`config.mk`:
```
export PLATFORM = sky130hd
export DESIGN_NAME = i2c_register_master_core
export DESIGN_NICKNAME = d
export VERILOG_FILES = /design/src/rtl/core/irm_pkg.sv /design/src/rtl/core/irm_front.sv /design/src/rtl/core/irm_result_q.sv /design/src/rtl/core/irm_seq.sv /design/src/rtl/core/i2c_register_master_core.sv
export SDC_FILE = /design/constraint.sdc
export NUM_CORES = 1
export LEC_CHECK = 0
export BUFFER_PORTS_ARGS = -buffer_cell sky130_fd_sc_hd__buf_4
export CAP_MARGIN = 20
export CORE_MARGIN = 10
export CORE_UTILIZATION = 55
export CTS_CLUSTER_SIZE = 10
export DETAILED_ROUTE_END_ITERATION = 10
export GPL_TIMING_DRIVEN = 0
export PLACE_DENSITY_LB_ADDON = 0.12
export SLEW_MARGIN = 30
export SYNTH_ARGS = -nofsm -noshare
export SYNTH_HDL_FRONTEND = slang
export SYNTH_SLANG_ARGS = --single-unit
```
`constraint.sdc`:
```
create_clock -name clk_i -period 5.1 [get_ports clk_i]
set_clock_uncertainty 0.2 [all_clocks]
set_input_delay 1.02 -clock clk_i [delete_from_list [all_inputs] [get_ports clk_i]]
set_output_delay 1.02 -clock clk_i [all_outputs]
set_load 0.02 [all_outputs]
```
`src/rtl/core/irm_pkg.sv`:
```
package irm_pkg;

  // command codes on the func field
  localparam logic [1:0] FUNC_NONE  = 2'd0;
  localparam logic [1:0] FUNC_WRITE = 2'd1;
  localparam logic [1:0] FUNC_READ  = 2'd2;

  // transaction status codes
  localparam logic [1:0] STAT_OK        = 2'd0;
  localparam logic [1:0] STAT_BUS_BUSY  = 2'd1;
  localparam logic [1:0] STAT_ADDR_NACK = 2'd2;
  localparam logic [1:0] STAT_DATA_NACK = 2'd3;

  // reset value of the quarter-bit phase length
  localparam logic [15:0] PHASE_TICKS_RST = 16'd8;

  // decoded command kind handed from the front to the sequencer
  typedef enum logic [1:0] {
    CMD_NONE,
    CMD_WRITE,
    CMD_READ
  } cmd_e;

  // one input item as seen on the ports
  typedef struct packed {
    logic [1:0] func;
    logic [6:0] dev_addr;
    logic [7:0] reg_addr;
    logic [7:0] byte_count;
    logic [7:0] wr_data;
    logic       sda_in;
  } in_item_t;

  // one result item as seen on the ports
  typedef struct packed {
    logic       scl_out;
    logic       sda_out;
    logic       data_request;
    logic       rd_valid;
    logic [7:0] rd_data;
    logic       busy_res;
    logic       done_res;
    logic [1:0] status;
  } out_item_t;

  // classified item held in the front queue
  typedef struct packed {
    cmd_e       cmd;
    logic [6:0] dev_addr;
    logic [7:0] reg_addr;
    logic [7:0] byte_count;
    logic [7:0] wr_data;
    logic       sda_in;
  } front_item_t;

endpackage

```
`src/rtl/core/irm_front.sv`:
```
module irm_front (
  input  logic                 clk_i,
  input  logic                 rst_ni,
  input  logic                 push,
  output logic                 full,
  input  irm_pkg::in_item_t    item_i,
  output logic                 valid_o,
  input  logic                 take_i,
  output irm_pkg::front_item_t item_o
);

  irm_pkg::front_item_t cls;
  irm_pkg::front_item_t mem_q [2];
  logic                 wr_ptr_q, wr_ptr_d;
  logic                 rd_ptr_q, rd_ptr_d;
  logic [1:0]           cnt_q, cnt_d;
  logic                 push_ok;
  logic                 pop_ok;

  // classify the command code
  always_comb begin
    cls.dev_addr   = item_i.dev_addr;
    cls.reg_addr   = item_i.reg_addr;
    cls.byte_count = item_i.byte_count;
    cls.wr_data    = item_i.wr_data;
    cls.sda_in     = item_i.sda_in;
    unique case (item_i.func)
      irm_pkg::FUNC_WRITE: cls.cmd = irm_pkg::CMD_WRITE;
      irm_pkg::FUNC_READ:  cls.cmd = irm_pkg::CMD_READ;
      default:             cls.cmd = irm_pkg::CMD_NONE;
    endcase
  end

  // queue control
  assign full    = (cnt_q == 2'd2);
  assign valid_o = (cnt_q != 2'd0);
  assign push_ok = push && !full;
  assign pop_ok  = take_i && valid_o;
  assign item_o  = mem_q[rd_ptr_q];

  always_comb begin
    wr_ptr_d = wr_ptr_q ^ push_ok;
    rd_ptr_d = rd_ptr_q ^ pop_ok;
    cnt_d    = cnt_q + {1'b0, push_ok} - {1'b0, pop_ok};
  end

  always_ff @(posedge clk_i or negedge rst_ni) begin
    if (!rst_ni) begin
      wr_ptr_q <= 1'b0;
      rd_ptr_q <= 1'b0;
      cnt_q    <= 2'd0;
    end else begin
      wr_ptr_q <= wr_ptr_d;
      rd_ptr_q <= rd_ptr_d;
      cnt_q    <= cnt_d;
    end
  end

  // item storage
  always_ff @(posedge clk_i) begin
    if (push_ok) begin
      mem_q[wr_ptr_q] <= cls;
    end
  end

endmodule

```
`src/rtl/core/irm_result_q.sv`:
```
module irm_result_q (
  input  logic               clk_i,
  input  logic               rst_ni,
  input  logic               push_i,
  output logic               ready_o,
  input  irm_pkg::out_item_t item_i,
  output logic               empty,
  input  logic               pop,
  output irm_pkg::out_item_t item_o
);

  irm_pkg::out_item_t mem_q [2];
  logic               wr_ptr_q, wr_ptr_d;
  logic               rd_ptr_q, rd_ptr_d;
  logic [1:0]         cnt_q, cnt_d;
  logic               push_ok;
  logic               pop_ok;

  // queue control
  assign ready_o = (cnt_q != 2'd2);
  assign empty   = (cnt_q == 2'd0);
  assign push_ok = push_i && ready_o;
  assign pop_ok  = pop && !empty;
  assign item_o  = mem_q[rd_ptr_q];

  always_comb begin
    wr_ptr_d = wr_ptr_q ^ push_ok;
    rd_ptr_d = rd_ptr_q ^ pop_ok;
    cnt_d    = cnt_q + {1'b0, push_ok} - {1'b0, pop_ok};
  end

  always_ff @(posedge clk_i or negedge rst_ni) begin
    if (!rst_ni) begin
      wr_ptr_q <= 1'b0;
      rd_ptr_q <= 1'b0;
      cnt_q    <= 2'd0;
    end else begin
      wr_ptr_q <= wr_ptr_d;
      rd_ptr_q <= rd_ptr_d;
      cnt_q    <= cnt_d;
    end
  end

  // item storage
  always_ff @(posedge clk_i) begin
    if (push_ok) begin
      mem_q[wr_ptr_q] <= item_i;
    end
  end

endmodule

```
`src/rtl/core/irm_seq.sv`:
```
module irm_seq (
  input  logic                 clk_i,
  input  logic                 rst_ni,
  input  logic                 cfg_we_i,
  input  logic [15:0]          cfg_data_i,
  input  logic                 in_valid_i,
  input  irm_pkg::front_item_t in_item_i,
  output logic                 in_take_o,
  input  logic                 out_ready_i,
  output logic                 out_push_o,
  output irm_pkg::out_item_t   out_item_o
);

  typedef enum logic [3:0] {
    PH_IDLE,
    PH_S0,
    PH_S1,
    PH_S2,
    PH_RS0,
    PH_RS1,
    PH_RS2,
    PH_T0,
    PH_T1,
    PH_T2,
    PH_FETCH,
    PH_BYTE
  } phase_e;

  typedef enum logic [2:0] {
    BK_ADDRW,
    BK_REG,
    BK_DATA,
    BK_ADDRR,
    BK_RECV
  } kind_e;

  phase_e      phase_q, phase_d;
  kind_e       kind_q, kind_d;
  logic [1:0]  qtr_q, qtr_d;
  logic [15:0] pc_q, pc_d;
  logic [3:0]  bit_q, bit_d;
  logic [7:0]  shift_q, shift_d;
  logic [7:0]  left_q, left_d;
  logic [6:0]  dev_q, dev_d;
  logic [7:0]  reg_q, reg_d;
  logic        rmode_q, rmode_d;
  logic [1:0]  stat_q, stat_d;
  logic [15:0] ticks_q;

  logic [15:0] pt_eff;
  logic [16:0] pc_inc;
  logic        phase_more;
  logic [7:0]  left_dec;
  logic        take;
  logic        req;
  logic        done;
  logic        rv;
  logic        scl;
  logic        sda;

  assign take       = in_valid_i && out_ready_i;
  assign in_take_o  = take;
  assign out_push_o = take;
  assign pt_eff     = (ticks_q == 16'd0) ? 16'd1 : ticks_q;
  assign pc_inc     = {1'b0, pc_q} + 17'd1;
  assign phase_more = (pc_inc < {1'b0, pt_eff});
  assign left_dec   = left_q - 8'd1;

  // next state for one tick
  always_comb begin
    phase_d = phase_q;
    kind_d  = kind_q;
    qtr_d   = qtr_q;
    pc_d    = pc_q;
    bit_d   = bit_q;
    shift_d = shift_q;
    left_d  = left_q;
    dev_d   = dev_q;
    reg_d   = reg_q;
    rmode_d = rmode_q;
    stat_d  = stat_q;
    req     = 1'b0;
    done    = 1'b0;
    rv      = 1'b0;
    if (phase_q == PH_IDLE) begin
      if (in_item_i.cmd == irm_pkg::CMD_WRITE || in_item_i.cmd == irm_pkg::CMD_READ) begin
        dev_d   = in_item_i.dev_addr;
        reg_d   = in_item_i.reg_addr;
        left_d  = in_item_i.byte_count;
        rmode_d = (in_item_i.cmd == irm_pkg::CMD_READ);
        stat_d  = irm_pkg::STAT_OK;
        pc_d    = 16'd0;
        phase_d = PH_S0;
      end
    end else if (phase_q == PH_FETCH) begin
      // latch the requested write byte
      phase_d = PH_BYTE;
      kind_d  = BK_DATA;
      qtr_d   = 2'd0;
      bit_d   = 4'd0;
      shift_d = in_item_i.wr_data;
      pc_d    = 16'd0;
    end else if (phase_more) begin
      pc_d = pc_inc[15:0];
    end else begin
      pc_d = 16'd0;
      unique case (phase_q)
        PH_S0: begin
          if (!in_item_i.sda_in) begin
            stat_d  = irm_pkg::STAT_BUS_BUSY;
            done    = 1'b1;
            phase_d = PH_IDLE;
          end else begin
            phase_d = PH_S1;
          end
        end
        PH_S1: begin
          if (in_item_i.sda_in) begin
            stat_d  = irm_pkg::STAT_BUS_BUSY;
            done    = 1'b1;
            phase_d = PH_IDLE;
          end else begin
            phase_d = PH_S2;
          end
        end
        PH_S2: begin
          phase_d = PH_BYTE;
          kind_d  = BK_ADDRW;
          qtr_d   = 2'd0;
          bit_d   = 4'd0;
          shift_d = {dev_q, 1'b0};
        end
        PH_RS0: phase_d = PH_RS1;
        PH_RS1: phase_d = PH_RS2;
        PH_RS2: begin
          phase_d = PH_BYTE;
          kind_d  = BK_ADDRR;
          qtr_d   = 2'd0;
          bit_d   = 4'd0;
          shift_d = {dev_q, 1'b1};
        end
        PH_T0: phase_d = PH_T1;
        PH_T1: phase_d = PH_T2;
        PH_T2: begin
          done    = 1'b1;
          phase_d = PH_IDLE;
        end
        PH_BYTE: begin
          if (qtr_q < 2'd2) begin
            qtr_d = qtr_q + 2'd1;
          end else if (qtr_q == 2'd2) begin
            // sample point of the bit
            if (kind_q == BK_RECV) begin
              if (bit_q < 4'd8) begin
                shift_d = {shift_q[6:0], in_item_i.sda_in};
                rv      = (bit_q == 4'd7);
              end
            end else if (bit_q == 4'd8) begin
              shift_d = {7'd0, in_item_i.sda_in};
            end
            qtr_d = 2'd3;
          end else begin
            bit_d = bit_q + 4'd1;
            if (bit_q < 4'd8) begin
              qtr_d = 2'd0;
            end else begin
              // end of byte including the ack bit
              unique case (kind_q)
                BK_ADDRW: begin
                  if (shift_q[0]) begin
                    stat_d  = irm_pkg::STAT_ADDR_NACK;
                    phase_d = PH_T0;
                  end else begin
                    kind_d  = BK_REG;
                    qtr_d   = 2'd0;
                    bit_d   = 4'd0;
                    shift_d = reg_q;
                  end
                end
                BK_REG: begin
                  if (rmode_q) begin
                    phase_d = PH_RS0;
                  end else if (left_q != 8'd0) begin
                    phase_d = PH_FETCH;
                    req     = 1'b1;
                  end else begin
                    phase_d = PH_T0;
                  end
                end
                BK_DATA: begin
                  if (shift_q[0]) begin
                    stat_d  = irm_pkg::STAT_DATA_NACK;
                    phase_d = PH_T0;
                  end else begin
                    left_d = left_dec;
                    if (left_dec != 8'd0) begin
                      phase_d = PH_FETCH;
                      req     = 1'b1;
                    end else begin
                      phase_d = PH_T0;
                    end
                  end
                end
                BK_ADDRR: begin
                  if (left_q != 8'd0) begin
                    kind_d  = BK_RECV;
                    qtr_d   = 2'd0;
                    bit_d   = 4'd0;
                    shift_d = 8'd0;
                  end else begin
                    phase_d = PH_T0;
                  end
                end
                default: begin
                  left_d = left_dec;
                  if (left_dec != 8'd0) begin
                    qtr_d   = 2'd0;
                    bit_d   = 4'd0;
                    shift_d = 8'd0;
                  end else begin
                    phase_d = PH_T0;
                  end
                end
              endcase
            end
          end
        end
        default: phase_d = PH_IDLE;
      endcase
    end
  end

  // line drive from the new state
  always_comb begin
    scl = 1'b1;
    sda = 1'b1;
    unique case (phase_d)
      PH_S1, PH_RS1, PH_T1: begin
        scl = 1'b1;
        sda = 1'b0;
      end
      PH_S2, PH_RS2, PH_T0: begin
        scl = 1'b0;
        sda = 1'b0;
      end
      PH_FETCH: begin
        scl = 1'b0;
        sda = 1'b1;
      end
      PH_BYTE: begin
        scl = (qtr_d == 2'd1) || (qtr_d == 2'd2);
        if (kind_d == BK_RECV) begin
          sda = (bit_d < 4'd8) ? 1'b1 : (left_d == 8'd1);
        end else begin
          sda = (bit_d < 4'd8) ? shift_d[~bit_d[2:0]] : 1'b1;
        end
      end
      default: begin
        scl = 1'b1;
        sda = 1'b1;
      end
    endcase
  end

  // result item
  always_comb begin
    out_item_o.scl_out      = scl;
    out_item_o.sda_out      = sda;
    out_item_o.data_request = req;
    out_item_o.rd_valid     = rv;
    out_item_o.rd_data      = rv ? shift_d : 8'd0;
    out_item_o.busy_res     = (phase_d != PH_IDLE);
    out_item_o.done_res     = done;
    out_item_o.status       = stat_d;
  end

  // sequencer state and phase length register
  always_ff @(posedge clk_i or negedge rst_ni) begin
    if (!rst_ni) begin
      phase_q <= PH_IDLE;
      kind_q  <= BK_ADDRW;
      qtr_q   <= 2'd0;
      pc_q    <= 16'd0;
      bit_q   <= 4'd0;
      shift_q <= 8'd0;
      left_q  <= 8'd0;
      dev_q   <= 7'd0;
      reg_q   <= 8'd0;
      rmode_q <= 1'b0;
      stat_q  <= irm_pkg::STAT_OK;
      ticks_q <= irm_pkg::PHASE_TICKS_RST;
    end else begin
      if (cfg_we_i) begin
        ticks_q <= cfg_data_i;
      end
      if (take) begin
        phase_q <= phase_d;
        kind_q  <= kind_d;
        qtr_q   <= qtr_d;
        pc_q    <= pc_d;
        bit_q   <= bit_d;
        shift_q <= shift_d;
        left_q  <= left_d;
        dev_q   <= dev_d;
        reg_q   <= reg_d;
        rmode_q <= rmode_d;
        stat_q  <= stat_d;
      end
    end
  end

`ifndef SYNTHESIS
  // bit counter stays within a byte plus ack while shifting
  a_bit_range: assert property (@(posedge clk_i) disable iff (!rst_ni)
    (phase_q == PH_BYTE) |-> (bit_q <= 4'd8))
    else $error("bit counter out of range");

  // a byte fetch only follows the register or a data byte
  a_fetch_kind: assert property (@(posedge clk_i) disable iff (!rst_ni)
    (phase_q == PH_FETCH) |-> (kind_q == BK_REG || kind_q == BK_DATA))
    else $error("fetch after wrong byte kind");

  // a byte request parks the sequencer in fetch
  a_req_fetch: assert property (@(posedge clk_i) disable iff (!rst_ni)
    (take && req) |=> (phase_q == PH_FETCH))
    else $error("request without fetch");

  // end of transaction returns to idle
  a_done_idle: assert property (@(posedge clk_i) disable iff (!rst_ni)
    (take && done) |=> (phase_q == PH_IDLE))
    else $error("done without idle");
`endif

endmodule

```
`src/rtl/core/i2c_register_master_core.sv`:
```
// channel   | handshake         | payload
// ----------+-------------------+---------------------------
// input     | push / full       | item_i   (irm_pkg::in_item_t)
// result    | pop / empty       | result_o (irm_pkg::out_item_t)
// config    | cfg_we_i          | cfg_data_i (phase ticks)
//
// one result per item; an item is registered in the input queue, and its
// result in the result queue when the sequencer takes it; items may be
// pushed each cycle while full is low; throughput is one item per cycle
// while the result queue has room, set by the sequencer between the queues
// reset clears both queues, the sequencer to idle and phase ticks to 8
// a full result queue stalls the sequencer, which then stops draining the
// input queue; each two-entry queue keeps its side moving for two items
module i2c_register_master_core (
  input  logic               clk_i,
  input  logic               rst_ni,
  input  logic               push,
  output logic               full,
  input  irm_pkg::in_item_t  item_i,
  output logic               empty,
  input  logic               pop,
  output irm_pkg::out_item_t result_o,
  input  logic               cfg_we_i,
  input  logic [15:0]        cfg_data_i
);

  irm_pkg::front_item_t front_item;
  irm_pkg::out_item_t   seq_item;
  logic                 front_valid;
  logic                 seq_take;
  logic                 seq_push;
  logic                 res_ready;

  // front: accept and classify items
  irm_front u_front (
    .clk_i   (clk_i),
    .rst_ni  (rst_ni),
    .push    (push),
    .full    (full),
    .item_i  (item_i),
    .valid_o (front_valid),
    .take_i  (seq_take),
    .item_o  (front_item)
  );

  // back: bus sequencer, one tick per item
  irm_seq u_seq (
    .clk_i       (clk_i),
    .rst_ni      (rst_ni),
    .cfg_we_i    (cfg_we_i),
    .cfg_data_i  (cfg_data_i),
    .in_valid_i  (front_valid),
    .in_item_i   (front_item),
    .in_take_o   (seq_take),
    .out_ready_i (res_ready),
    .out_push_o  (seq_push),
    .out_item_o  (seq_item)
  );

  // result queue
  irm_result_q u_result_q (
    .clk_i   (clk_i),
    .rst_ni  (rst_ni),
    .push_i  (seq_push),
    .ready_o (res_ready),
    .item_i  (seq_item),
    .empty   (empty),
    .pop     (pop),
    .item_o  (result_o)
  );

endmodule
```
# ---- Word level (Yosys, flattened, before mapping)
# Memories as Yosys holds them, arrays and structs flattened.
# Cells that the tools add are included.
dict set report word_totals {
  regBits 87
  latch_bits 0
  mem_bits_rw 100
  romBits 0
  inputBits 55
  output_inout_bits 18
  elab_cells 230
  mem_count 2
}
dict set report classes {
  n_addsub 8
  mul 0
  div 0
  n_lt_le_gt_ge 5
  n_eq_ne 37
  shift 0
  n_mux 131
  bitwise 5
  n_reduce_logical 24
}
# memory words word_bits read_ports rd_ports_with_merged_regs wr line
set mem_list {}
lappend mem_list {u_front.mem_q 2 34 1 0 1 irm_front.sv:13} ;# irm_pkg::front_item_t mem_q [2];
lappend mem_list {u_result_q.mem_q 2 16 1 0 1 irm_result_q.sv:12} ;# irm_pkg::out_item_t mem_q [2];
# cell n
set ops {}
lappend ops {{$mux W8} 22}
lappend ops {{$mux W4} 23}
lappend ops {{$mux W16} 5}
lappend ops {{$pmux W8 S3} 2}
lappend ops {{$mux W2} 22}
lappend ops {{$eq A4 B3 Y1 const B} 8}
lappend ops {{$eq A4 B4 Y1 const B} 8}
lappend ops {{$mux W1} 32}
lappend ops {{$pmux W4 S8} 1}
lappend ops {{$mux W3} 8}
lappend ops {{$add A16 B1 Y17 const B} 1}
lappend ops {{$lt A17 B16 Y1} 1}
lappend ops {{$eq A4 B2 Y1 const B} 4}
lappend ops {{$logic_not A16 Y1} 1}
lappend ops {{$pmux W4 S4} 1}
lappend ops {{$pmux W8 S2} 1}
lappend ops {{$reduce_bool A8 Y1} 2}
lappend ops {{$pmux W2 S2} 3}
lappend ops {{$pmux W2 S3} 2}
lappend ops {{$pmux W4 S3} 1}
lappend ops {{$eq A2 B2 Y1 const B} 5}
lappend ops {{$pmux W3 S3} 1}
lappend ops {{$eq A8 B1 Y1 const B} 1}
lappend ops {{$lt A4 B4 Y1 const B} 2}
lappend ops {{34 further kinds} 53}

# ---- Depth between registers and ports, before layout
# Gate-level depths: netlist of run 1.
dict set report depth {
  depth_word 17
  mapped_depth 18
  ltp_nobuf 18
}

# ---- By module
# A second synthesis of run 1 with hierarchy kept.
dict set report unflattened {
  cells_unflattened 960
  area_unflattened_um2 10396.2
}
# module instances cells_each area_per_inst_um2 seq_area_each_um2
set by_module_without_submodules {}
lappend by_module_without_submodules {irm_seq 1 759 6172.2 1978.1}
lappend by_module_without_submodules {irm_front 1 128 2839.0 2142.1}
lappend by_module_without_submodules {irm_result_q 1 73 1385.1 1061.0}

# ---- Least setup slack after synthesis of run 1
# Ideal clock, no wire load.
dict set report synth_timing {
  path_kind {register -> register}
  start {register u_seq.pc_q[0]}
  end {memory u_result_q.mem_q[0][14] (netlist name), data pin}
  setup_ns 0.283
  t_arrival_ns 3.796
  t_required_ns 4.617
  slack_ns 0.821
  stages_incl_launch_ff 18
  n_path_buf 1
  period_less_slack_ns 4.279
  cell_sequence {dfrtp_1 -> ha_1 -> nand2_1 -> nor3_1 -> and3_1 -> xor2_1 -> ha_1 -> a41o_1 -> a21oi_1 -> o21a_1 -> a2bb2oi_1 -> nand2_1 -> clkbuf_1 -> a31oi_1 -> o22ai_1 -> or3_1 -> o22ai_1 -> a31oi_1}
}
# item line
set synth_rtl {}
lappend synth_rtl {{start, declared} irm_seq.sv:40} ;# logic [15:0] pc_q, pc_d;
lappend synth_rtl {{start signal, assigned} irm_seq.sv:300} ;# pc_q <= pc_d;
lappend synth_rtl {{end, declared} irm_result_q.sv:12}

==> results.py, run 1 <==
metrics = {
    "synth": {
        "synth-seq-cells": 187,
        "synth.largest_area_cell": "edfxtp_1",
        "async_flop_share": 0.465,
        "synth-edff-count": 100,
        "ys_seq_area_frac": 0.520,
        "synth_cells": 954,
        "syn-num-nets": 1039,
        "ys_warn_count": 0,
        "synth.avg_cell_area_sq_um": 10.4,
        "synthTopCellsByArea": "edfxtp_1 (30%), dfrtp_1 (22%), nand2_1 (4.0%)",
        "synthFlopType": "edfxtp_1",
        "synth_top_area_frac": 0.302,
        "syn-cell-area_sq_mm": 0.00996,
        "synth_cell_types": 76,
    },
    "final_layout": {
        "areaGrowthSynthToFinish_pct": 16.5,
        "finalInstanceArea_sq_mm": 0.0116,
        "drive_gt1_frac": 0.174,
        "nNetsFinal": 1132,
        "n_fill_cell": 1437,
        "antenna_cells": 0,
        "layoutNonFillerInstCount": 1289,
    },
    "worst_setup_path": {
        "path_buf_inv": 0,
        "reg2reg_depth": 17,
        "rr_endpoint": "u_result_q.mem_q[1][14]$_DFFE_PP_",
        "start_kind": "flip-flop",
        "crit_end": "u_result_q.mem_q[1][14]$_DFFE_PP_",
        "crit_path_top_delay_cell": "nor2_2",
        "worstSetupPathType": "reg -> reg",
        "critPathRequiredTime_ns": 5.06,
        "max_stage_delay_ns": 0.48,
        "cp_max_fo": 9,
        "worstPathCellList": "ha_2 > nand2_1 > nor3_2 > and3_1 > xor2_2 > ha_1 > a41o_1 > a21oi_1 > o21a_1 > o2bb2ai_2 > nor2_2 > a2bb2oi_1 > a21bo_2 > o211ai_1 > a21o_1 > a31o_2 > a31oi_2",
        "critPathArrivalTime_ns": 4.80,
        "path_delay_family": "compound AO/OA/AOI/OAI gates",
        "worstReg2RegStart": "u_seq.pc_q[0]$_DFFE_PN0P_",
        "cp_num_cells": 17,
        "r2r_setup_slack_ns": 0.26,
        "crit_start": "u_seq.pc_q[0]$_DFFE_PN0P_",
        "critPathCaptureType": "flip-flop",
    },
    "placed_design": {
        "placed_cells": 1257,
        "place_area_sq_mm": 0.0109,
        "port_buffers": 72,
        "post-dp-hpwl_um": 19300,
        "place.gp.congestion": 1.01,
    },
    "die": {
        "ios": 73,
        "rows": 49,
        "core_area_sq_mm": 0.0179,
        "dieHeight_um": 155,
        "dieArea_sq_mm": 0.0239,
        "die_width_um": 155,
        "initial_utilization": 0.556,
    },
    "global_route": {
        "grt_pass1_wl_um": 41900,
        "grtUsageTotal": 0.222,
        "grt_max_degree": 88,
        "grt_pass1_vias": 7736,
        "antenna_found_initial": 0,
        "grt_overflow": 0,
    },
    "pwr": {
        "power_frac_clock": 0.241,
        "vdd_ir_drop_max_uv": 346,
        "power.share.sequential": 0.391,
        "p_sw_uw": 2230,
        "powerDensity_mw_per_mm2": 494,
        "netSwitchingFraction": 0.389,
        "leakagePower_uw": 0.00466,
        "internal_power_uw": 3500,
        "p_comb_frac": 0.368,
    },
    "cts": {
        "root_buffer": "clkbuf_16",
        "clk_latency_ns": 0.44,
        "h-tree-depth": 4,
        "clkSinkCount": 187,
        "cts_tree": "done",
        "clock_path_buffers": 2,
        "path_clk_slew_ns": 0.08,
        "cts_buffers": 17,
    },
    "sta": {
        "finalHoldViolCount": 0,
        "finalSetupTns_ns": 0,
        "hold_slack_ns": 0.314,
        "post-route-period-util": 0.950,
        "finalCriticalPeriod_ns": 4.84,
        "relSlewSlack": 0.387,
        "setup_viol": 0,
        "maxSlewViolCount": 0,
        "tightest_slew_ns": 0.920,
        "max_clock_freq_mhz": 206,
    },
    "route": {
        "drt_iter0_markers": 746,
        "first_pass_iters": 5,
        "viasPerCell": 6.07,
        "dr_total_vias": 7820,
        "drtAntennaViolNets": 0,
        "drc": 0,
        "wl_per_cell_um": 20.7,
        "drt-total-wl_um": 26600,
    },
    "run": {
        "drv_cap": 0,
    },
    "status": {
        "status": "finished clean",
    },
    "min_path": {
        "min_path_type": "reg -> reg",
    },
}
## per-layer routing
metal  wire length, um  part of all wire  track usage  vias to the layer above
li1                  -                 -            -                     3700
met1             11100              0.41        0.287                     3727
met2             12400              0.47        0.344                      335
met3              2310             0.087       0.0635                       58
met4               852             0.032       0.0873                        0
met5                 0                 0            0                        -
## worst min-delay path, stage by stage (launching register included)
cell and delay [ns]:
dfrtp_1 0.37, nand2_1 0.05, nand2_1 0.06
## power groups by stage
stage               clock network (uW)  registers, uW  logic (uW)
floorplan                            0           2190        1420
global placement                     0           2250        2040
detailed placement                   0           2250        2100
CTS                               1400           2220        2120
global route                      1460           2280        2320
finish                            1380           2240        2110
## worst min path at each step
stage	to	cells after the start	slack, ns	startpoint
2_1_floorplan	u_seq.stat_q[1]$_DFFE_PN0P_	2	0.25	u_seq.stat_q[1]$_DFFE_PN0P_
3_3_place_gp	u_seq.stat_q[1]$_DFFE_PN0P_	2	0.27	u_seq.stat_q[1]$_DFFE_PN0P_
3_5_place_dp	u_seq.stat_q[1]$_DFFE_PN0P_	2	0.29	u_seq.stat_q[1]$_DFFE_PN0P_
4_1_cts	u_seq.stat_q[1]$_DFFE_PN0P_	2	0.31	u_seq.stat_q[1]$_DFFE_PN0P_
5_1_grt	u_seq.ticks_q[0]$_DFFE_PN0P_	1	0.34	u_seq.ticks_q[0]$_DFFE_PN0P_
6_report	u_seq.stat_q[1]$_DFFE_PN0P_	2	0.31	u_seq.stat_q[1]$_DFFE_PN0P_
## cell families (layout without fill, tap and decap cells)
kind of cell,after synthesis,count (layout),share of synthesized area
AO/OA/AOI/OAI,245,245,0.165
XOR/XNOR,26,26,0.0229
adder cells (fa/ha/maj),30,30,0.0377
buffers and inverters,90,196,0.0356
flip-flops,187,187,0.520
multiplexers,58,58,0.0613
AND/OR/NAND/NOR,318,318,0.158
## repair_timing
item	4_1_cts	5_1_grt
pin swaps	0	4
setup endpoints to repair	2	6
hold buffers	0	0
setup buffers	0	1
resized for setup	8	18
## cell type report
class / count / area (sq um) / share of cell area
Buffer: 49 / 204 / 0.0176
Clock buffer: 17 / 425 / 0.0367
Clock inverter: 15 / 199 / 0.0171
Inverter: 40 / 150 / 0.0129
Multi-Input combinational cell: 677 / 4550 / 0.392
Sequential cell: 187 / 5180 / 0.447
Tap cell: 229 / 287 / 0.0247
Timing Repair Buffer: 75 / 607 / 0.0523
## through the flow
| stage | utilization | setup WS, ns | power [uW] |
|---|---|---|---|
| 2_1_floorplan | - | 0.821 | 3610 |
| 3_5_place_dp | 0.606 | -0.428 | 4350 |
| 6_report | 0.648 | 0.255 | 5730 |
| 5_1_grt | 0.648 | -0.0105 | 6060 |
| 3_3_place_gp | 0.603 | -0.402 | 4280 |
| 4_1_cts | 0.643 | 0.000968 | 5730 |
## layout by cell type (no fill, tap or decap), drive strengths merged, types with 25 or more instances in the layout
master / synthesis / routed
edfxtp: 100 / 100
ha: 30 / 30
nand3: 25 / 25
buf: 14 / 90
inv: 40 / 47
o21ai: 75 / 75
nand2: 107 / 107
dfrtp: 86 / 86
clkbuf: 36 / 51
nor2: 83 / 83
mux2i: 34 / 34
a21oi: 55 / 55
## synthesized netlist by cell type, types with 4 or more instances
cell type / instances
nand2_1: 107
edfxtp_1: 100
dfrtp_1: 86
nor2_1: 82
o21ai_0: 68
a21oi_1: 55
inv_1: 40
clkbuf_1: 36
mux2i_1: 34
ha_1: 30
mux2_2: 24
nand3_1: 24
nor3_1: 19
a22o_1: 18
xnor2_1: 17
nand4_1: 15
nor2b_1: 14
a31oi_1: 13
o211ai_1: 9
xor2_1: 9
a21o_1: 8
and3_1: 8
buf_2: 7
o21ai_1: 7
a2bb2oi_1: 6
buf_1: 6
nor4_1: 6
o22ai_1: 6
a211oi_1: 5
and2_1: 5
nand2b_1: 5
nor3b_1: 5
o31ai_1: 5
a22oi_1: 4
nand4b_1: 4
o21a_1: 4
## registers in the layout, indices dropped and copies added, names as in the netlist, 2 cells and up
register          flops
u_front.cnt_q         2
u_front.mem_q        68
u_result_q.cnt_q      2
u_result_q.mem_q     32
u_seq.bit_q           4
u_seq.dev_q           7
u_seq.kind_q          3
u_seq.left_q          8
u_seq.pc_q           16
u_seq.phase_q         4
u_seq.qtr_q           2
u_seq.reg_q           8
u_seq.shift_q         8
u_seq.stat_q          2
u_seq.ticks_q        16
(Power assumes the default switching activity.)
==> inputs of run 2 (changes only) <==
--- a/config.mk
+++ b/config.mk
@@ -7,7 +7,7 @@
 export LEC_CHECK = 0
 export BUFFER_PORTS_ARGS = -buffer_cell sky130_fd_sc_hd__buf_4
 export CAP_MARGIN = 20
-export CORE_MARGIN = 10
+export CORE_ASPECT_RATIO = 2
 export CORE_UTILIZATION = 55
 export CTS_CLUSTER_SIZE = 10
 export DETAILED_ROUTE_END_ITERATION = 10
==> run 2 against run 1 <==
First-iteration DRC count is 35% lower. Total power is 0.91% lower. Combinational power hardly changed. Highest routed layer unchanged.
==> results.py, run 2 (synthesis gave the netlist of run 1 again) <==
metrics = {
    "placed_design": {
        "post-dp-hpwl_um": 22600,
        "port_buffers": 72,
        "place.gp.congestion": 0.997,
    },
    "route": {
        "wl_per_cell_um": 23.3,
        "drt_iter0_markers": 483,
        "drtAntennaViolNets": 0,
        "first_pass_iters": 5,
        "dr_total_vias": 8033,
        "viasPerCell": 6.29,
        "drc": 0,
        "drt-total-wl_um": 29800,
    },
    "final_layout": {
        "fin_util": 0.650,
        "reg_top3": "u_front.mem_q: 68 flops, u_result_q.mem_q: 32 flops",
        "n_fill_cell": 1440,
        "multi_input_area_sq_mm": 0.00458,
        "areaGrowthSynthToFinish_pct": 16.1,
        "antenna_cells": 0,
        "top_register": "u_front.mem_q",
        "final_common_cell": "nand2_1",
        "seq_area_sq_mm": 0.00518,
        "nNetsFinal": 1136,
        "drive_gt1_frac": 0.179,
        "mostFrequentLayoutCells": "nand2_1 (106), edfxtp_1 (100), dfrtp_1 (83), nor2_1 (79), buf_4 (77)",
        "largest_reg_flops": 68,
    },
    "sta": {
        "post-route-period-util": 0.987,
        "finalHoldViolCount": 0,
        "setup_viol": 0,
        "finalCriticalPeriod_ns": 5.04,
        "max_clock_freq_mhz": 199,
        "relSlewSlack": 0.340,
        "tightest_slew_ns": 0.990,
        "maxSlewViolCount": 0,
    },
    "pwr": {
        "p_comb_frac": 0.376,
        "vdd_ir_drop_max_uv": 463,
        "power_frac_clock": 0.225,
        "power.share.sequential": 0.399,
        "internal_power_uw": 3430,
        "total_power_uw": 5670,
        "powerDensity_mw_per_mm2": 491,
        "netSwitchingFraction": 0.395,
        "leakagePower_uw": 0.00464,
        "p_sw_uw": 2240,
    },
    "worst_setup_path": {
        "start_kind": "flip-flop",
        "r2r_setup_slack_ns": 0.06,
        "cp_max_fo": 7,
        "critPathRequiredTime_ns": 5.06,
        "worstReg2RegStart": "u_seq.pc_q[0]$_DFFE_PN0P_",
        "crit_start": "u_seq.pc_q[0]$_DFFE_PN0P_",
        "reg2reg_depth": 17,
        "rr_endpoint": "u_result_q.mem_q[0][14]$_DFFE_PP_",
        "critPathArrivalTime_ns": 4.99,
        "worstSetupPathType": "reg -> reg",
        "critPathCaptureType": "flip-flop",
        "crit_end": "u_result_q.mem_q[0][14]$_DFFE_PP_",
    },
    "status": {
        "status": "finished clean",
    },
    "cts": {
        "clkSinkCount": 187,
        "clk_latency_ns": 0.45,
        "hold_buffers": 0,
        "path_clk_slew_ns": 0.07,
        "h-tree-depth": 4,
        "root_buffer": "clkbuf_16",
        "cts_tree": "done",
        "clock_path_buffers": 2,
        "cts_buffers": 17,
    },
    "global_route": {
        "grt_pass1_wl_um": 45200,
        "grt_max_degree": 88,
        "grt_pass1_vias": 7915,
        "grt_overflow": 0,
        "grtUsageTotal": 0.330,
        "antenna_found_initial": 0,
    },
    "run": {
        "drv_cap": 0,
    },
    "die": {
        "core_area_sq_mm": 0.0178,
        "initial_utilization": 0.560,
        "dieArea_sq_mm": 0.0187,
        "ios": 73,
        "dieHeight_um": 192,
        "die_width_um": 97.2,
        "rows": 69,
    },
    "min_path": {
        "min_path_type": "reg -> reg",
    },
}
[run 2: cell types whose count changed in the layout (fill, tap and decap cells not counted), sizes merged]
| cell | change |
|---|---|
| clkinv | -2 |
| buf | +3 |
| clkbuf | +4 |
| bufinv | -1 |
[run 2: critical path, stage by stage, from the launching register on]
cell	delay (ns)
dfrtp_2	0.44
ha_2	0.26
nand2_1	0.13
nor3_2	0.22
and3_1	0.23
xor2_2	0.26
ha_1	0.33
a41o_1	0.25
a21oi_1	0.17
o311ai_0	0.19
o21a_2	0.30
or2_2	0.38
o22ai_1	0.20
a21oi_1	0.22
nor2_1	0.28
o41a_1	0.32
a31o_1	0.23
a31oi_1	0.13
[run 2: worst min-delay path by stage]
stage | cells past startpoint | startpoint | slack (ns) | end
after CTS | 2 | u_seq.stat_q[1]$_DFFE_PN0P_ | 0.30 | u_seq.stat_q[1]$_DFFE_PN0P_
after detailed placement | 2 | u_seq.stat_q[1]$_DFFE_PN0P_ | 0.28 | u_seq.stat_q[1]$_DFFE_PN0P_
after global placement | 2 | u_seq.stat_q[1]$_DFFE_PN0P_ | 0.27 | u_seq.stat_q[1]$_DFFE_PN0P_
after global routing | 2 | u_seq.stat_q[1]$_DFFE_PN0P_ | 0.34 | u_seq.stat_q[1]$_DFFE_PN0P_
after floorplan | 2 | u_seq.stat_q[1]$_DFFE_PN0P_ | 0.25 | u_seq.stat_q[1]$_DFFE_PN0P_
final | 2 | u_seq.stat_q[1]$_DFFE_PN0P_ | 0.30 | u_seq.stat_q[1]$_DFFE_PN0P_
[run 2: metrics by stage]
step	instance area, sq um	setup TNS (ns)	instances	setup WS, ns	hold WS (ns)
2_1_floorplan	9960	0	954	0.821	0.247
6_report	11600	0	1277	0.0648	0.303
4_1_cts	11400	0	1272	0.0287	0.302
3_3_place_gp	10800	-1.26	1239	-0.628	0.271
3_5_place_dp	10800	-1.79	1241	-0.621	0.280
5_1_grt	11600	-0.0853	1277	-0.0427	0.338
[run 2: per-layer routing]
| metal | wire (um) | global-route usage | vias up |
|---|---|---|---|
| li1 | - | - | 3707 |
| met1 | 9940 | 0.327 | 3841 |
| met4 | 2180 | 0.252 | 0 |
| met3 | 1310 | 0.0442 | 125 |
| met5 | 0 | 0 | - |
| met2 | 16300 | 0.615 | 360 |
[run 2: final cells by class]
class / count / share of cell area
buffer: 48 / 0.0180
clock buffer: 20 / 0.0378
clock inverter: 12 / 0.00952
inverter: 40 / 0.0130
multi-input combinational: 677 / 0.396
sequential: 187 / 0.448
tap: 213 / 0.0231
timing repair buffer: 80 / 0.0544
[run 2: timing repair]
item                                    in CTS  in global routing
gates resized for setup                     17                 18
pin swaps                                    0                  9
endpoints found under the setup margin      21                  2
setup buffers                                0                  6
[run 2: power by group through the flow]
stage | Clock (uW) | Combinational, uW | Sequential, uW
6_report | 1270 | 2130 | 2270
5_1_grt | 1340 | 2310 | 2310
4_1_cts | 1290 | 2140 | 2250
3_5_place_dp | 0 | 2140 | 2260
3_3_place_gp | 0 | 2080 | 2240
2_1_floorplan | 0 | 1420 | 2190
==> inputs of run 3 (changes only) <==
--- a/config.mk
+++ b/config.mk
@@ -7,8 +7,10 @@
 export LEC_CHECK = 0
 export BUFFER_PORTS_ARGS = -buffer_cell sky130_fd_sc_hd__buf_4
 export CAP_MARGIN = 20
+export CELL_PAD_IN_SITES_DETAIL_PLACEMENT = 0
+export CELL_PAD_IN_SITES_GLOBAL_PLACEMENT = 1
 export CORE_ASPECT_RATIO = 2
-export CORE_UTILIZATION = 55
+export CORE_UTILIZATION = 52
 export CTS_CLUSTER_SIZE = 10
 export DETAILED_ROUTE_END_ITERATION = 10
 export GPL_TIMING_DRIVEN = 0
==> constraint.sdc (replaced) <==
create_clock -name clk_i -period 6 [get_ports clk_i]
set_clock_uncertainty 0.2 [all_clocks]
set_input_delay 1.2 -clock clk_i [delete_from_list [all_inputs] [get_ports clk_i]]
set_output_delay 1.2 -clock clk_i [all_outputs]
set_load 0.02 [all_outputs]
==> run 3 against run 2 <==
Clock power is 7% lower. Critical endpoint unchanged. Worst hold slack better by 0.016 ns. Final cell count is 3.1% higher. Non-clock buffer count is 2 lower. Maximum frequency is 14% lower. Largest cell class unchanged. Total power is 13% lower. Highest routed layer unchanged. First-iteration DRC count is 1.9% higher.
==> results.py, run 3 (synthesis gave the netlist of run 1 again) <==
metrics = {
    "status": {
        "status": "finished clean",
    },
    "route": {
        "viasPerCell": 6.07,
        "wl_per_cell_um": 22.3,
        "drtAntennaViolNets": 0,
        "first_pass_iters": 5,
        "drt_iter0_markers": 492,
        "drc": 0,
        "dr_total_vias": 7998,
        "drt-total-wl_um": 29400,
    },
    "global_route": {
        "grt_pass1_vias": 8291,
        "grtUsageTotal": 0.316,
        "antenna_found_initial": 0,
        "grt_max_degree": 88,
        "grt_pass1_wl_um": 45500,
        "grt_overflow": 0,
    },
    "cts": {
        "cts_setup_buffers": 0,
        "clk_latency_ns": 0.45,
        "cts_tree": "done",
        "root_buffer": "clkbuf_16",
        "cts_buffers": 17,
        "clock_path_buffers": 2,
        "hold_buffers": 0,
        "clkSinkCount": 187,
        "path_clk_slew_ns": 0.08,
        "h-tree-depth": 4,
    },
    "pwr": {
        "powerDensity_mw_per_mm2": 427,
        "internal_power_uw": 2950,
        "netSwitchingFraction": 0.401,
        "p_sw_uw": 1980,
        "power_frac_clock": 0.239,
        "power.share.sequential": 0.385,
        "p_comb_frac": 0.376,
        "leakagePower_uw": 0.00464,
        "vdd_ir_drop_max_uv": 234,
    },
    "die": {
        "ios": 73,
        "dieHeight_um": 198,
        "rows": 71,
        "core_area_sq_mm": 0.0187,
        "die_width_um": 99.9,
        "dieArea_sq_mm": 0.0197,
        "initial_utilization": 0.531,
    },
    "sta": {
        "finalHoldViolCount": 0,
        "finalSetupTns_ns": 0,
        "maxSlewViolCount": 0,
        "setup_viol": 0,
        "rsz0062_at_grt": "no",
        "hold_slack_ns": 0.319,
        "tightest_slew_ns": 1.01,
        "relSlewSlack": 0.322,
        "max_clock_freq_mhz": 170,
        "post-route-period-util": 0.980,
        "finalCriticalPeriod_ns": 5.88,
    },
    "final_layout": {
        "fin_util": 0.616,
        "layoutNonFillerInstCount": 1317,
        "final_common_cell": "nand2_1",
        "reg_top3": "u_front.mem_q: 68 flops, u_result_q.mem_q: 32 flops",
        "nNetsFinal": 1134,
        "areaGrowthSynthToFinish_pct": 15.8,
        "largest_reg_flops": 68,
        "antenna_cells": 0,
        "mostFrequentLayoutCells": "nand2_1 (107), edfxtp_1 (100), dfrtp_1 (86), nor2_1 (82), buf_4 (71)",
        "n_fill_cell": 1608,
        "drive_gt1_frac": 0.157,
        "top_register": "u_front.mem_q",
    },
    "worst_setup_path": {
        "cp_max_fo": 10,
        "worstSetupPathType": "reg -> reg",
        "start_kind": "flip-flop",
        "critPathCaptureType": "flip-flop",
        "critPathRequiredTime_ns": 5.96,
        "critPathArrivalTime_ns": 5.84,
    },
    "placed_design": {
        "post-dp-hpwl_um": 22200,
        "place.gp.congestion": 1.00,
        "placed_cells": 1283,
        "port_buffers": 72,
    },
    "min_path": {
        "min_path_type": "reg -> reg",
    },
    "run": {
        "drv_cap": 0,
    },
}
[run 3: cell types whose count changed in the layout (fill, tap and decap cells not counted), sizes merged]
cell	previous run	this run
inv	47	49
buf	93	89
clkinv	4	6
clkbuf	55	54
clkinvlp	1	0
[run 3: per-layer routing]
layer | vias up | track usage | part of all wire
met2 | 303 | 0.583 | 0.55
li1 | 3706 | - | -
met1 | 3866 | 0.311 | 0.33
met4 | 0 | 0.237 | 0.075
met3 | 123 | 0.0473 | 0.044
met5 | - | 0 | 0
[run 3: power groups by stage]
stage / Sequential [uW] / Combinational [uW] / Clock [uW]
after global routing: 1920 / 2020 / 1240
after CTS: 1890 / 1850 / 1190
final: 1890 / 1850 / 1180
after detailed placement: 1920 / 1850 / 0
after floorplan: 1860 / 1210 / 0
after global placement: 1910 / 1790 / 0
[run 3: repair_timing]
action                                  in CTS  in global routing
resized for setup                            0                  2
endpoints found under the setup margin       0                  2
hold endpoints to repair                     0                  0
[run 3: cell type report]
cell class,instances,area (sq um),share of cell area
clock inverters,15,199,0.0172
clock buffers,17,425,0.0369
repair buffers,76,623,0.0540
plain buffers,50,205,0.0178
well taps,255,319,0.0277
multi-input cells,677,4430,0.384
flip-flops and latches,187,5180,0.449
inverters,40,150,0.0130
[run 3: metrics by stage]
stage	power, uW	cell area [sq um]	setup slack, ns
3_3_place_gp	3700	10800	0.248
6_report	4930	11500	0.122
4_1_cts	4930	11500	0.178
3_5_place_dp	3760	10900	0.218
5_1_grt	5180	11500	0.0114
2_1_floorplan	3070	9960	1.72
[run 3: worst paths after layout]
check | from | end | slack [ns] | depth (start not counted)
worst max-delay path | u_seq.pc_q[0]$_DFFE_PN0P_ | u_result_q.mem_q[0][14]$_DFFE_PP_ | 0.12 | 18
worst min-delay path | u_seq.stat_q[1]$_DFFE_PN0P_ | u_seq.stat_q[1]$_DFFE_PN0P_ | 0.32 | 2
worst max register to register | u_seq.pc_q[0]$_DFFE_PN0P_ | u_result_q.mem_q[0][14]$_DFFE_PP_ | 0.12 | 18
worst min register to register | u_seq.stat_q[1]$_DFFE_PN0P_ | u_seq.stat_q[1]$_DFFE_PN0P_ | 0.32 | 2
max in group asynchronous | rst_ni | u_seq.dev_q[1]$_DFFE_PN0P_ | 4.48 | 2
min in group asynchronous | rst_ni | u_result_q.wr_ptr_q$_DFF_PN0_ | 0.48 | 1
[run 3: worst max-delay path, cell delays in order, from the launching register on]
cell and delay (ns):
dfrtp_1 0.48, ha_1 0.30, nand2_1 0.13, nor3_1 0.28, and3_1 0.22, xor2_1 0.26, ha_1 0.33, a41o_1 0.25
a21oi_1 0.16, o21a_1 0.17, a2bb2oi_1 0.46, nand2_1 0.34, clkbuf_1 0.38, a21oi_1 0.26, o2111ai_1 0.28, nor2_1 0.35
o41a_1 0.37, a31o_1 0.21, a31oi_1 0.13
